===== src/dq_pkg.sv =====
`default_nettype none

package dq_pkg;

   // Storage geometry
   localparam int DEPTH      = 16;
   localparam int WORD_WIDTH = 64;
   localparam int IDX_WIDTH  = (DEPTH > 1) ? $clog2(DEPTH) : 1;
   localparam int CNT_WIDTH  = $clog2(DEPTH + 1);

   // Fixed field widths of the channels
   localparam int VALUE_WIDTH = 64;
   localparam int COUNT_WIDTH = 5;

   typedef enum logic [1:0] {
      OP_PUSH_FRONT = 2'd0,
      OP_PUSH_BACK  = 2'd1,
      OP_POP_FRONT  = 2'd2,
      OP_POP_BACK   = 2'd3
   } op_type;

   typedef enum logic [1:0] {
      STATUS_DONE       = 2'd0,
      STATUS_PUSH_FULL  = 2'd1,
      STATUS_POP_EMPTY  = 2'd2,
      STATUS_RESERVED   = 2'd3
   } status_type;

   typedef struct packed {
      op_type                   operation;
      logic [VALUE_WIDTH-1:0]   value;
   } req_type;

   typedef struct packed {
      logic [VALUE_WIDTH-1:0]   front_word;
      logic [VALUE_WIDTH-1:0]   back_word;
      logic [COUNT_WIDTH-1:0]   entry_count;
      logic                     is_empty;
      logic                     is_full;
      status_type               status;
   } rsp_type;

endpackage

`default_nettype wire


===== src/dq_req_if.sv =====
`default_nettype none

interface dq_req_if;
   logic             valid;
   logic             ready;
   dq_pkg::req_type  payload;

   modport source (output valid, output payload, input ready);
   modport sink   (input valid, input payload, output ready);
endinterface

`default_nettype wire


===== src/dq_rsp_if.sv =====
`default_nettype none

interface dq_rsp_if;
   logic             valid;
   logic             ready;
   dq_pkg::rsp_type  payload;

   modport source (output valid, output payload, input ready);
   modport sink   (input valid, input payload, output ready);
endinterface

`default_nettype wire


===== src/dq_ram.sv =====
`default_nettype none

module dq_ram #(
   parameter int WIDTH = 64,
   parameter int DEPTH = 16
) (
   input  wire logic                                        clock,
   input  wire logic                                        wr_en,
   input  wire logic [((DEPTH > 1) ? $clog2(DEPTH) : 1)-1:0] wr_addr,
   input  wire logic [WIDTH-1:0]                            wr_data,
   input  wire logic                                        rd_en,
   input  wire logic [((DEPTH > 1) ? $clog2(DEPTH) : 1)-1:0] rd_addr,
   output      logic [WIDTH-1:0]                            rd_data
);

   logic [WIDTH-1:0] mem_ff [DEPTH];
   logic [WIDTH-1:0] rd_data_ff;

   // Write one entry, read one entry with a registered output
   always_ff @(posedge clock) begin
      if (wr_en) begin
         mem_ff[wr_addr] <= wr_data;
      end
      if (rd_en) begin
         rd_data_ff <= mem_ff[rd_addr];
      end
   end

   assign rd_data = rd_data_ff;

endmodule

`default_nettype wire


===== src/double_ended_queue.sv =====
// Bounded deque over a ring of slots in one synchronous RAM (one write, one read port).
// A push or rejected operation goes from ST_IDLE to ST_DONE; a successful pop goes
// through ST_READ first (for the RAM read). ST_DONE loads the registered response
// once the output register is free, so rsp back-pressure stalls it; no new request
// is accepted until the state returns to ST_IDLE.
// Reset clears pointers, count and handshake state; slot contents stay undefined.
`default_nettype none

module double_ended_queue (
   input  wire logic  clock,
   input  wire logic  reset,
   dq_req_if.sink     req_ch,
   dq_rsp_if.source   rsp_ch
);

   typedef enum logic [2:0] {
      ST_IDLE = 3'b001,
      ST_READ = 3'b010,
      ST_DONE = 3'b100
   } state_type;

   localparam int IW = dq_pkg::IDX_WIDTH;
   localparam int CW = dq_pkg::CNT_WIDTH;
   localparam int WW = dq_pkg::WORD_WIDTH;

   // Control state
   state_type              state_ff,     state_in;
   logic [IW-1:0]          head_ff,      head_in;
   logic [IW-1:0]          tail_ff,      tail_in;
   logic [CW-1:0]          count_ff,     count_in;
   logic                   rsp_valid_ff, rsp_valid_in;

   // Payload state
   logic [WW-1:0]          front_ff,     front_in;
   logic [WW-1:0]          back_ff,      back_in;
   logic                   to_front_ff,  to_front_in;
   dq_pkg::status_type     status_ff,    status_in;
   dq_pkg::rsp_type        rsp_ff,       rsp_in;

   // RAM port
   logic                   wr_en;
   logic [IW-1:0]          wr_addr;
   logic                   rd_en;
   logic [IW-1:0]          rd_addr;
   logic [WW-1:0]          rd_data;

   // Ring neighbors
   logic [IW-1:0]          head_prev, head_next, tail_prev, tail_next, tail_prev2;
   logic                   is_full_now, is_empty_now, accept;
   logic [WW-1:0]          word;

   assign head_prev  = (head_ff == '0) ? IW'(dq_pkg::DEPTH - 1) : head_ff - IW'(1);
   assign head_next  = (head_ff == IW'(dq_pkg::DEPTH - 1)) ? '0 : head_ff + IW'(1);
   assign tail_prev  = (tail_ff == '0) ? IW'(dq_pkg::DEPTH - 1) : tail_ff - IW'(1);
   assign tail_next  = (tail_ff == IW'(dq_pkg::DEPTH - 1)) ? '0 : tail_ff + IW'(1);
   assign tail_prev2 = (tail_prev == '0) ? IW'(dq_pkg::DEPTH - 1) : tail_prev - IW'(1);

   assign is_full_now  = (count_ff == CW'(dq_pkg::DEPTH));
   assign is_empty_now = (count_ff == '0);
   assign word         = req_ch.payload.value[WW-1:0];
   assign accept       = req_ch.valid && req_ch.ready;

   assign req_ch.ready   = (state_ff == ST_IDLE);
   assign rsp_ch.valid   = rsp_valid_ff;
   assign rsp_ch.payload = rsp_ff;

   dq_ram #(
      .WIDTH (WW),
      .DEPTH (dq_pkg::DEPTH)
   ) u_slots (
      .clock   (clock),
      .wr_en   (wr_en),
      .wr_addr (wr_addr),
      .wr_data (word),
      .rd_en   (rd_en),
      .rd_addr (rd_addr),
      .rd_data (rd_data)
   );

   // One transaction: update pointers (and a push's ends), read a pop's new end, respond
   always_comb begin
      state_in     = state_ff;
      head_in      = head_ff;
      tail_in      = tail_ff;
      count_in     = count_ff;
      rsp_valid_in = rsp_valid_ff;
      front_in     = front_ff;
      back_in      = back_ff;
      to_front_in  = to_front_ff;
      status_in    = status_ff;
      rsp_in       = rsp_ff;
      wr_en        = 1'b0;
      wr_addr      = head_prev;
      rd_en        = 1'b0;
      rd_addr      = head_next;

      // Drop the response once taken
      if (rsp_valid_ff && rsp_ch.ready) begin
         rsp_valid_in = 1'b0;
      end

      unique case (state_ff)
         ST_IDLE: begin
            if (accept) begin
               status_in = dq_pkg::STATUS_DONE;
               state_in  = ST_DONE;
               case (req_ch.payload.operation)
                  dq_pkg::OP_PUSH_FRONT: begin
                     if (is_full_now) begin
                        status_in = dq_pkg::STATUS_PUSH_FULL;
                     end else begin
                        head_in  = head_prev;
                        wr_en    = 1'b1;
                        wr_addr  = head_prev;
                        count_in = count_ff + CW'(1);
                        front_in = word;
                        if (is_empty_now) begin
                           back_in = word;
                        end
                     end
                  end
                  dq_pkg::OP_PUSH_BACK: begin
                     if (is_full_now) begin
                        status_in = dq_pkg::STATUS_PUSH_FULL;
                     end else begin
                        tail_in  = tail_next;
                        wr_en    = 1'b1;
                        wr_addr  = tail_ff;
                        count_in = count_ff + CW'(1);
                        back_in  = word;
                        if (is_empty_now) begin
                           front_in = word;
                        end
                     end
                  end
                  dq_pkg::OP_POP_FRONT: begin
                     if (is_empty_now) begin
                        status_in = dq_pkg::STATUS_POP_EMPTY;
                     end else begin
                        head_in     = head_next;
                        count_in    = count_ff - CW'(1);
                        rd_en       = 1'b1;
                        rd_addr     = head_next;
                        to_front_in = 1'b1;
                        state_in    = ST_READ;
                     end
                  end
                  default: begin
                     if (is_empty_now) begin
                        status_in = dq_pkg::STATUS_POP_EMPTY;
                     end else begin
                        tail_in     = tail_prev;
                        count_in    = count_ff - CW'(1);
                        rd_en       = 1'b1;
                        rd_addr     = tail_prev2;
                        to_front_in = 1'b0;
                        state_in    = ST_READ;
                     end
                  end
               endcase
            end
         end
         ST_READ: begin
            // Capture the newly exposed end word
            if (to_front_ff) begin
               front_in = rd_data;
            end else begin
               back_in = rd_data;
            end
            state_in = ST_DONE;
         end
         ST_DONE: begin
            // Load the output register when it is free
            if (!rsp_valid_ff || rsp_ch.ready) begin
               rsp_in.front_word  = is_empty_now ? '0 : dq_pkg::VALUE_WIDTH'(front_ff);
               rsp_in.back_word   = is_empty_now ? '0 : dq_pkg::VALUE_WIDTH'(back_ff);
               rsp_in.entry_count = dq_pkg::COUNT_WIDTH'(count_ff);
               rsp_in.is_empty    = is_empty_now;
               rsp_in.is_full     = is_full_now;
               rsp_in.status      = status_ff;
               rsp_valid_in       = 1'b1;
               state_in           = ST_IDLE;
            end
         end
         default: begin
            state_in = ST_IDLE;
         end
      endcase
   end

   // Control registers
   always_ff @(posedge clock) begin
      if (reset) begin
         state_ff     <= ST_IDLE;
         head_ff      <= '0;
         tail_ff      <= '0;
         count_ff     <= '0;
         rsp_valid_ff <= 1'b0;
      end else begin
         state_ff     <= state_in;
         head_ff      <= head_in;
         tail_ff      <= tail_in;
         count_ff     <= count_in;
         rsp_valid_ff <= rsp_valid_in;
      end
   end

   // Payload registers
   always_ff @(posedge clock) begin
      front_ff    <= front_in;
      back_ff     <= back_in;
      to_front_ff <= to_front_in;
      status_ff   <= status_in;
      rsp_ff      <= rsp_in;
   end

endmodule

`default_nettype wire

===== src/flat_wrapper.sv =====
// flat-port wrapper written by rule: the top's interface ports become plain ports
module double_ended_queue_flat 
  (clock, reset, req_ch_valid, req_ch_payload, req_ch_ready, rsp_ch_valid, rsp_ch_payload, rsp_ch_ready);
  dq_req_if req_ch_i ();
  dq_rsp_if rsp_ch_i ();
  input  wire logic clock;
  input  wire logic reset;
  input wire logic [$bits(req_ch_i.valid)-1:0] req_ch_valid;
  input wire logic [$bits(req_ch_i.payload)-1:0] req_ch_payload;
  output wire logic [$bits(req_ch_i.ready)-1:0] req_ch_ready;
  output wire logic [$bits(rsp_ch_i.valid)-1:0] rsp_ch_valid;
  output wire logic [$bits(rsp_ch_i.payload)-1:0] rsp_ch_payload;
  input wire logic [$bits(rsp_ch_i.ready)-1:0] rsp_ch_ready;
  assign req_ch_i.valid = req_ch_valid;
  assign req_ch_i.payload = req_ch_payload;
  assign req_ch_ready = req_ch_i.ready;
  assign rsp_ch_valid = rsp_ch_i.valid;
  assign rsp_ch_payload = rsp_ch_i.payload;
  assign rsp_ch_i.ready = rsp_ch_ready;
  double_ended_queue u_core (.clock(clock), .reset(reset), .req_ch(req_ch_i), .rsp_ch(rsp_ch_i));
endmodule

===== config.mk =====
export PLATFORM = sky130hd
export DESIGN_NAME = double_ended_queue_flat
export DESIGN_NICKNAME = d
export VERILOG_FILES = /design/src/dq_pkg.sv /design/src/dq_req_if.sv /design/src/dq_rsp_if.sv /design/src/dq_ram.sv /design/src/double_ended_queue.sv /design/src/flat_wrapper.sv
export SDC_FILE = /design/constraint.sdc
export NUM_CORES = 1
export LEC_CHECK = 0
export ABC_CLOCK_PERIOD_IN_PS = 14900
export BUFFER_PORTS_ARGS = -buffer_cell sky130_fd_sc_hd__buf_4
export CORE_ASPECT_RATIO = 2
export CORE_MARGIN = 3
export CORE_UTILIZATION = 60
export CTS_BUF_LIST = sky130_fd_sc_hd__clkbuf_8
export CTS_CLUSTER_SIZE = 30
export DETAILED_ROUTE_END_ITERATION = 8
export PLACE_DENSITY_LB_ADDON = 0.08
export SLEW_MARGIN = 20
export SYNTH_ARGS = -nofsm -noshare
export SYNTH_HDL_FRONTEND = slang
export SYNTH_SLANG_ARGS = --single-unit

===== constraint.sdc =====
create_clock -name clock -period 14.9 [get_ports clock]
set_input_delay 0.745 -clock clock [delete_from_list [all_inputs] [get_ports clock]]
set_output_delay 0.745 -clock clock [all_outputs]
set_load 0.01 [all_outputs]

# Yosys cells after proc, flatten, opt, wreduce, memory -nomap -nowiden

Memories as Yosys holds them, arrays and structs flattened. A register that Yosys moved wholly into a read port is not among the register bits.
Index checks and enable logic that the tools add are counted.

Add/sub/neg operators: 7
Multipliers: 0
Divide/modulo/power cells: 0
Order comparisons: 0
Equality and inequality tests: 23
Shift operators: 0
Multiplexer cells: 57
Bitwise operators: 3
Reductions and logical operators: 23

Operator list:

| cell                  | number |
|---|---|
| $pmux W64 S2          | 4 |
| $mux W64              | 7 |
| $mux W4               | 17 |
| $mux W1               | 16 |
| $ne A2 B2 Y1 const B  | 8 |
| $pmux W4 S2           | 2 |
| $mux W5               | 3 |
| $ne A3 B3 Y1 const B  | 5 |
| $reduce_and A7 Y1     | 2 |
| $logic_not A4 Y1      | 3 |
| $mux W3               | 4 |
| $sub A4 B1 Y4 const B | 3 |
| $reduce_and A5 Y1     | 2 |
| $pmux W3 S3           | 1 |
| $add A4 B1 Y4 const B | 2 |
| $eq A4 B4 Y1 const B  | 2 |
| $reduce_and A4 Y1     | 2 |
| $reduce_and A2 Y1     | 3 |
| $add A5 B1 Y5 const B | 1 |
| $eq A5 B5 Y1 const B  | 1 |
| $logic_not A5 Y1      | 1 |
| $sub A5 B1 Y5 const B | 1 |
| $mux W2               | 2 |
| $ne A2 B1 Y1 const B  | 2 |
| other kinds (14)      | 19 |

Register bits: 285
Bits in latches: 0
RAM bits: 1024
Bits in read-only memories: 0
Input port bits: 70
Output and inout port bits: 139
Logic and storage cells: 129
Memories kept: 1

Memory list:

| memory                | words | bits a word | read ports | clocked after Yosys merged registers in | write ports | line         | source |
|---|---|---|---|---|---|---|---|
| u_core.u_slots.mem_ff | 16    | 64          | 1          | 1                                       | 1           | dq_ram.sv:16 | `logic [WIDTH-1:0] mem_ff [DEPTH];` |

# Longest topological paths before layout

Gate-level depths: netlist (run 1).

Depth in word-level cells: 8
Depth in mapped cells: 13
Mapped depth without buffers: 9

# Modules after synthesis

From an unflattened synthesis (run 1), not the netlist that was laid out.

Cell total of the unflattened synthesis: 2316
Area total of the unflattened synthesis: 51419.3 um2

Modules (own cells, without submodules):

| module             | instances | cells each | area each (um2) | seq. area each (um2) |
|---|---|---|---|---|
| dq_ram             | 1         | 1647       | 40222.3         | 32671.3 |
| double_ended_queue | 1         | 669        | 11197.0         | 8388.0 |

# Least setup slack after synthesis (run 1)

No wires, ideal clock.

Path kind: input -> register
Start: input rsp_ch_ready
End: register u_core.rsp_ff, in the netlist u_core.rsp_ch.payload[0] (enable)
Library setup time: 0.635 ns
Data arrival time: 6.501 ns
Data required time: 14.265 ns
Path slack: 7.764 ns
Cell stages on the path: 2
Path buffers: 0
Cells stage by stage: nor2b_1 -> nor2_1

Longest elaborated chain between the ends: 2

Ends and longest elaborated chain:

| element                     | line                      | source |
|---|---|---|
| start, declared             | flat_wrapper.sv:13        | `input wire logic [$bits(rsp_ch_i.ready)-1:0] rsp_ch_ready;` |
| $logic_or A1 B1 Y1          | double_ended_queue.sv:174 | `if (!rsp_valid_ff \|\| rsp_ch.ready) begin` |
| $reduce_and A2 Y1 (no line) | n/a                       |  |
| end signal, assigned        | double_ended_queue.sv:214 | `rsp_ff <= rsp_in;` |
| end, declared               | double_ended_queue.sv:38  | `dq_pkg::rsp_type rsp_ff, rsp_in;` |

Every way passes these cells.
A chain may end at the register's enable or synchronous reset.

# Worst setup path in the final report (run 1)

Start: register u_core.tail_ff[0]
End: register u_core.u_slots.rd_data_ff[36] (netlist: u_core.u_slots.rd_data[36]), read port of u_core.u_slots.mem_ff, data pin

Longest elaborated chain between the ends: 8
Elaborated cells between the ends (all ways): 10
Those cells by class: 2 x add/sub; 6 x mux; 2 x reduce/logical

Ends and longest elaborated chain:

| element                                                  | line                      | source |
|---|---|---|
| start, declared                                          | double_ended_queue.sv:29  | `logic [IW-1:0] tail_ff, tail_in;` |
| start signal, assigned                                   | double_ended_queue.sv:202 | `tail_ff <= tail_in;` |
| $sub A4 B1 Y4 / $logic_not A4 Y1 (equally long branches) | double_ended_queue.sv:54  | `assign tail_prev = (tail_ff == '0) ? IW'(dq_pkg::DEPTH - 1) : tail_ff - IW'(1);` |
| $mux W4 *                                                | double_ended_queue.sv:54  |  |
| $sub A4 B1 Y4 / $logic_not A4 Y1 (equally long branches) | double_ended_queue.sv:56  | `assign tail_prev2 = (tail_prev == '0) ? IW'(dq_pkg::DEPTH - 1) : tail_prev - IW'(1);` |
| $mux W4 *                                                | double_ended_queue.sv:56  |  |
| $mux W4 *                                                | double_ended_queue.sv:149 | `if (is_empty_now) begin` |
| $mux W4 *                                                | n/a                       |  |
| $mux W4 *                                                | double_ended_queue.sv:104 | `if (accept) begin` |
| $mux W4 *                                                | double_ended_queue.sv:102 | `unique case (state_ff)` |
| end, declared                                            | dq_ram.sv:17              | `logic [WIDTH-1:0] rd_data_ff;` |

Every way passes the cells marked *; elsewhere a longest branch is shown, timed or not.

==> results of run 1 <==
[Yosys cell counts, drive strengths merged (10+ instances only)]
library cell / count
buf: 172
and2: 130
dfxtp: 17
a21oi: 21
mux2i: 10
inv: 13
clkbuf: 52
nor2: 40
nand2: 1055
nand3: 772
edfxtp: 1356
mux2: 68
nand4: 64
[power by group through the flow]
stage          clock (mW)  sequential (mW)  combinational [mW]
2_1_floorplan           0             4.84                1.41
3_3_place_gp            0             4.82                2.00
3_5_place_dp            0             4.82                2.03
4_1_cts              2.62             4.74                2.03
5_1_grt              2.78             4.76                2.22
6_report             2.57             4.74                2.01
[registers in the layout, indices dropped and copies added, names as in the netlist, 3 cells and up]
name,cells
u_core.u_slots.mem_ff,1024
u_core.rsp_ch.payload,137
u_core.back_ff,64
u_core.front_ff,64
u_core.u_slots.rd_data,64
u_core.count_ff,5
u_core.head_ff,4
u_core.tail_ff,4
u_core.state_ff,3
[routing by layer]
metal,vias to the layer above,global-route usage,wire [µm]
met1,15900,0.337,47500
met4,2,0.121,4980
met5,-,0,20
met2,1276,0.495,67800
li1,14300,-,-
met3,312,0.0457,8360
[worst paths after layout]
check | from | end | cells after the start
hold reg to reg | u_core.status_ff[0] | u_core.rsp_ch.payload[0] | 0
setup reg to reg | u_core.tail_ff[0] | u_core.u_slots.rd_data[36] | 12
setup / recovery | u_core.tail_ff[0] | u_core.u_slots.rd_data[36] | 12
hold / removal | req_ch_payload[25] | u_core.u_slots.mem_ff[1][25] | 1
[layout make-up]
type	instances	area share
timing repair buffer	262	0.0343
multi-input combinational	2229	0.187
clock buffer	184	0.0430
inverter	15	0.000978
clock inverter	135	0.0120
sequential	1373	0.698
antenna	6	0.000255
tap	1170	0.0249
[cell families (layout without fill, tap and decap cells)]
logic type / count (synthesis) / after routing
compound gates: 53 / 53
mux: 78 / 78
other cells: 0 / 6
buf+inv: 239 / 596
fa+ha+maj: 10 / 10
xor+xnor: 11 / 11
flops: 1373 / 1373
simple gates: 2077 / 2077
[metrics by stage]
| step | total power, mW | setup WS, ns | area (µm²) | hold WS, ns | utilization |
|---|---|---|---|---|---|
| 4_1_cts | 9.40 | 9.16 | 58900 | 0.0865 | 0.668 |
| 2_1_floorplan | 6.25 | 7.76 | 53300 | 0.400 | - |
| 5_1_grt | 9.76 | 8.78 | 58900 | 0.116 | 0.668 |
| 3_5_place_dp | 6.85 | 9.19 | 55600 | 0.430 | 0.632 |
| 3_3_place_gp | 6.82 | 9.25 | 55600 | 0.432 | 0.631 |
| 6_report | 9.33 | 9.12 | 58900 | 0.165 | 0.669 |
==> metrics.txt, run 1 <==
Final Max Slew Viols 0; Hold-fix buffers, CTS 0; most common cell after layout, fill and taps aside edfxtp_1; ratio of cells with drive above 1 in the final layout 0.139; xor/xnor share of the synthesized area 0.00181; minimum clock period after layout around 5.8 ns; via count approximately 32000; CP startpoint kind flip-flop; RePlAce Congestion 0.793; synth unique cells 54; Int Power ~6.5 mW; complex-gate fraction of the synthesized area 0.00667; layout net count between 4000 and 5000; initial antenna violation count 6; logic gate share of total power 0.216; r2r setup slk between 9 and 10 ns; Yosys top cell area share 0.764; mapped cell area approximately 0.053 mm²; footprint of the multi-input gates between 0.01 and 0.015 mm²; Crit path top cell by count buf_4; residual DRC count 0; Die Area approximately 0.09 mm²; I/O pin count around 210; maximum vdd drop approximately 120 µV; most frequent cells in the layout edfxtp_1, nand2_1, nand3_1, buf_4, clkbuf_8; Max H-tree Level 4; CP max-delay cell o21a_4; Non-Filler Instances 5374; hpwl dp about 64000 µm; Total GRT Usage 0.279; Reg power frac 0.508; RSZ-0062 raised after global routing false; Avg WL per Cell 24.0 µm; Synth Flop Type edfxtp_1; CTS tree built; standard-cell rows ~150; starting DRC count in detailed routing approximately 3100; Die Ht 427 µm; max_cap viols 0; Required @ worst endpoint 15.51 ns; switch share 0.306; Switch Pwr roughly 2.9 mW; core area 0.0881 mm²; Leak Pwr between 20 and 25 nW; pwr dens ~160 mW/mm²; TNS Setup 0 ns; Worst path max stage delay approximately 0.85 ns; normalized max-slew margin 0.212; Post-CTS Setup Bufs 0; gr ovfl total 0; Syn Nets 3921; maximum buffer depth of the clock tree 3; Seq/Total Area, Yosys 0.771; Async SR Flop Fraction 0; dominant cells by area after synthesis edfxtp_1, nand2_1, nand3_1; DIE WIDTH approximately 220 µm; largest family of logic cells by synthesized area simple AND/OR/NAND/NOR gates; Total Wirelength approximately 130000 µm; Clk Tree Root Cell clkbuf_8; initial core utilization 0.605; total CTS buffers ~180; nature of the critical path endpoint flip-flop; Vias/cell between 5 and 6; Syn Inst Count roughly 3800; vias in the first global route about 31000; Hold Violations, Final 0; Post-synth EDFFs between 1000 and 1500; Seq cells post-synth 1373; CTS Sinks about 1400; CP delay by family, top buffers and inverters; mux contribution to synthesized area 0.0165; adder-cell share of the synthesized area 0.00249; clk_skew 0.0298 ns; Synth area leader edfxtp_1; fin crit share 0.388; status finished clean; TritonRoute pass-1 iters 5; largest net degree at the start of global routing around 210; kind of critical path flip-flop to flip-flop; Layout fillers approximately 6300; Storage cell area slightly above 0.04 mm²; clk_lat worst skew a little under 0.9 ns; Placed Cells about 5000; crit-path cells inv_1 > ha_1 > inv_1 > o31ai_1 > xnor2_1 > o21a_4 > buf_4 > buf_4 > buf_4 > nand3_1 > nand3_1 > nand4_1; synthesized area per cell around 14 µm²; first-pass GRT wire length approximately 190000 µm; Area Growth Syn to Fin 10.5%; Bufs and invs on worst path 5; Least-Margin Pin Slew between 1 and 1.5 ns; synth warn 0; Fmax 0.173 GHz; arrival time at the worst endpoint ~6.4 ns; cts repair resizes 0; Final ANT Viol Nets 0; Setup violations, final 0; class of the worst hold path input port to flip-flop; worst-path fanout max 73; Clk network pwr share 0.276; Buffers on Ports ~210; Synth Area in Simple Gates 0.175; Reg clk slew, reported paths around 0.07 ns
(Power assumes the default switching activity.)
==> inputs of run 2 (changes only) <==
--- a/config.mk
+++ b/config.mk
@@ -5,7 +5,7 @@
 export SDC_FILE = /design/constraint.sdc
 export NUM_CORES = 1
 export LEC_CHECK = 0
-export ABC_CLOCK_PERIOD_IN_PS = 14900
+export ABC_CLOCK_PERIOD_IN_PS = 5900
 export BUFFER_PORTS_ARGS = -buffer_cell sky130_fd_sc_hd__buf_4
 export CORE_ASPECT_RATIO = 2
 export CORE_MARGIN = 3
==> constraint.sdc (replaced) <==
create_clock -name clock -period 5.9 [get_ports clock]
set_input_delay 0.295 -clock clock [delete_from_list [all_inputs] [get_ports clock]]
set_output_delay 0.295 -clock clock [all_outputs]
set_load 0.01 [all_outputs]
==> metrics.txt, run 2 (same netlist as run 1, synthesis figures left out) <==
Hold Violations, Final 0 (unchanged); hpwl dp 73800 µm (+15%); Avg WL per Cell 23.9 µm (about the same); Final Util 0.683 (+0.0149); core area 0.0881 mm² (unchanged); Fmax 0.253 GHz (+46%); largest net degree at the start of global routing 138 (-35%); CTS tree built; layout net count 4247 (+2.6%); Setup WS post-layout 1.94 ns (-7.18 ns); gr ovfl total 0 (unchanged); TNS Setup 0 ns (unchanged); normalized max-slew margin 0.245 (+0.0335); via count 32500 (+2.1%); nature of the critical path endpoint flip-flop; Die Ht 427 µm (unchanged); kind of critical path flip-flop to flip-flop; I/O pin count 209 (unchanged); Buffers on Ports 208 (unchanged); fin crit share 0.671 (+0.283); Setup violations, final 0 (unchanged); arrival time at the worst endpoint 4.68 ns (-1.71 ns); minimum clock period after layout 3.96 ns (-1.82 ns); clk_lat worst skew 0.88 ns (about the same); standard-cell rows 154 (unchanged); residual DRC count 0 (unchanged); Clk Tree Root Cell clkbuf_8; TritonRoute pass-1 iters 8 (+3); maximum buffer depth of the clock tree 3 (unchanged); RePlAce Congestion 0.830 (+4.7%); Final Max Slew Viols 0 (unchanged); maximum vdd drop 270 µV (+130%); worst hold stages 2 (+1); max FFs per register 1024 (unchanged); Largest Register u_core.u_slots.mem_ff; worst hold margin 0.258 ns (+0.0928 ns); Total Wirelength 131000 µm (+2.0%); most frequent cells in the layout edfxtp_1, nand2_1, nand3_1, buf_4, clkbuf_8; Area Growth Syn to Fin 13.0%; total CTS buffers 181 (+1.1%); design area 0.0602 mm² (+2.2%); Required @ worst endpoint 6.63 ns (-8.88 ns); vias in the first global route 32900 (+4.4%); CTS Sinks 1373 (unchanged); initial antenna violation count 2 (-4); Place WS 2.01 ns (-7.18 ns); most common cell after layout, fill and taps aside edfxtp_1; RSZ-0062 raised after global routing false; Max H-tree Level 4 (unchanged); pwr dens 398 mW/mm² (+150%); Vias/cell 5.92 (about the same); Die Area 0.0926 mm² (unchanged); Least-Margin Pin Slew 1.13 ns (-0.0530 ns); ratio of cells with drive above 1 in the final layout 0.144 (+0.00578); Final ANT Viol Nets 0 (unchanged); starting DRC count in detailed routing 2909 (-6.9%); first-pass GRT wire length 197000 µm (+3.5%); max_cap viols 0 (unchanged); class of the worst hold path input port to flip-flop; Total GRT Usage 0.286 (+0.00715); status finished clean; initial core utilization 0.605 (unchanged); cells on worst reg2reg path 10 (-2); Reg clk slew, reported paths 0.07 ns (about the same); DP Area 0.0562 mm² (+1.0%); Leak Pwr 21.0 nW (+3.0%); CP startpoint kind flip-flop; DIE WIDTH 217 µm (unchanged); clk_skew 0.0223 ns (-0.00753 ns); worst-path fanout max 21 (-71%)
-- run 2: cell types whose count changed in the layout (fill, tap and decap cells not counted) --
cell           change
clkinv_1           +1
dlygate4sd3_1     +71
bufinv_16          -2
inv_1              +3
diode_2            -4
buf_4             +10
buf_12            +24
clkinv_2           +3
clkbuf_8           +7
inv_6              -1
-- run 2: routing by layer --
layer	vias to the layer above	wire (µm)	global-route usage
li1	14600	-	-
met1	16300	46700	0.329
met2	1255	70700	0.519
met3	335	7490	0.0457
met4	0	6430	0.141
met5	-	0	0
-- run 2: report_power, final --
group,leakage (nW),switching (mW),internal [mW],total (mW)
clock,1.90,3.44,3.13,6.56
sequential,12.4,0.203,11.8,12.0
combinational,6.67,3.76,1.63,5.39
total,21.0,7.40,16.5,23.9
-- run 2: metrics by stage --
stage / total power [mW] / cells
after floorplan: 15.8 / 3841
after CTS: 24.1 / 5484
after detailed placement: 17.6 / 5083
final: 23.9 / 5486
after global routing: 25.0 / 5485
after global placement: 17.5 / 5083
-- run 2: timing repair --
action | 4_1_cts | 5_1_grt
hold buffers | 71 | 0
setup buffers | 0 | 0
endpoints found under the hold margin | 1175 | 0
resized for setup | 0 | 0
-- run 2: final cells by class --
class,instances,area [µm²]
Timing Repair Buffer,367,3280
Sequential cell,1373,41100
Clock buffer,191,2630
Clock inverter,139,666
Inverter,15,57.6
Multi-Input combinational cell,2229,11000
Antenna cell,2,5.00
Fill cell,6350,27900
Tap cell,1170,1460
-- run 2: path summary, 6_finish.rpt --
check	from	to	slack (ns)
max reg2reg	u_core.tail_ff[0]	u_core.u_slots.rd_data[11]	1.94
min	req_ch_payload[26]	u_core.u_slots.mem_ff[5][26]	0.26
max	u_core.tail_ff[0]	u_core.u_slots.rd_data[11]	1.94
min reg2reg	u_core.status_ff[0]	u_core.rsp_ch.payload[0]	0.42
-- run 2: critical path, stage by stage (launching register included) --
cell and delay [ns]:
dfxtp_1 0.60, inv_1 0.14, ha_1 0.28, o21bai_1 0.17
a21oi_1 0.30, mux2i_1 0.27, mux2i_1 0.20, nor2_4 0.78
buf_4 0.51, nand3_1 0.36, nand4_1 0.18
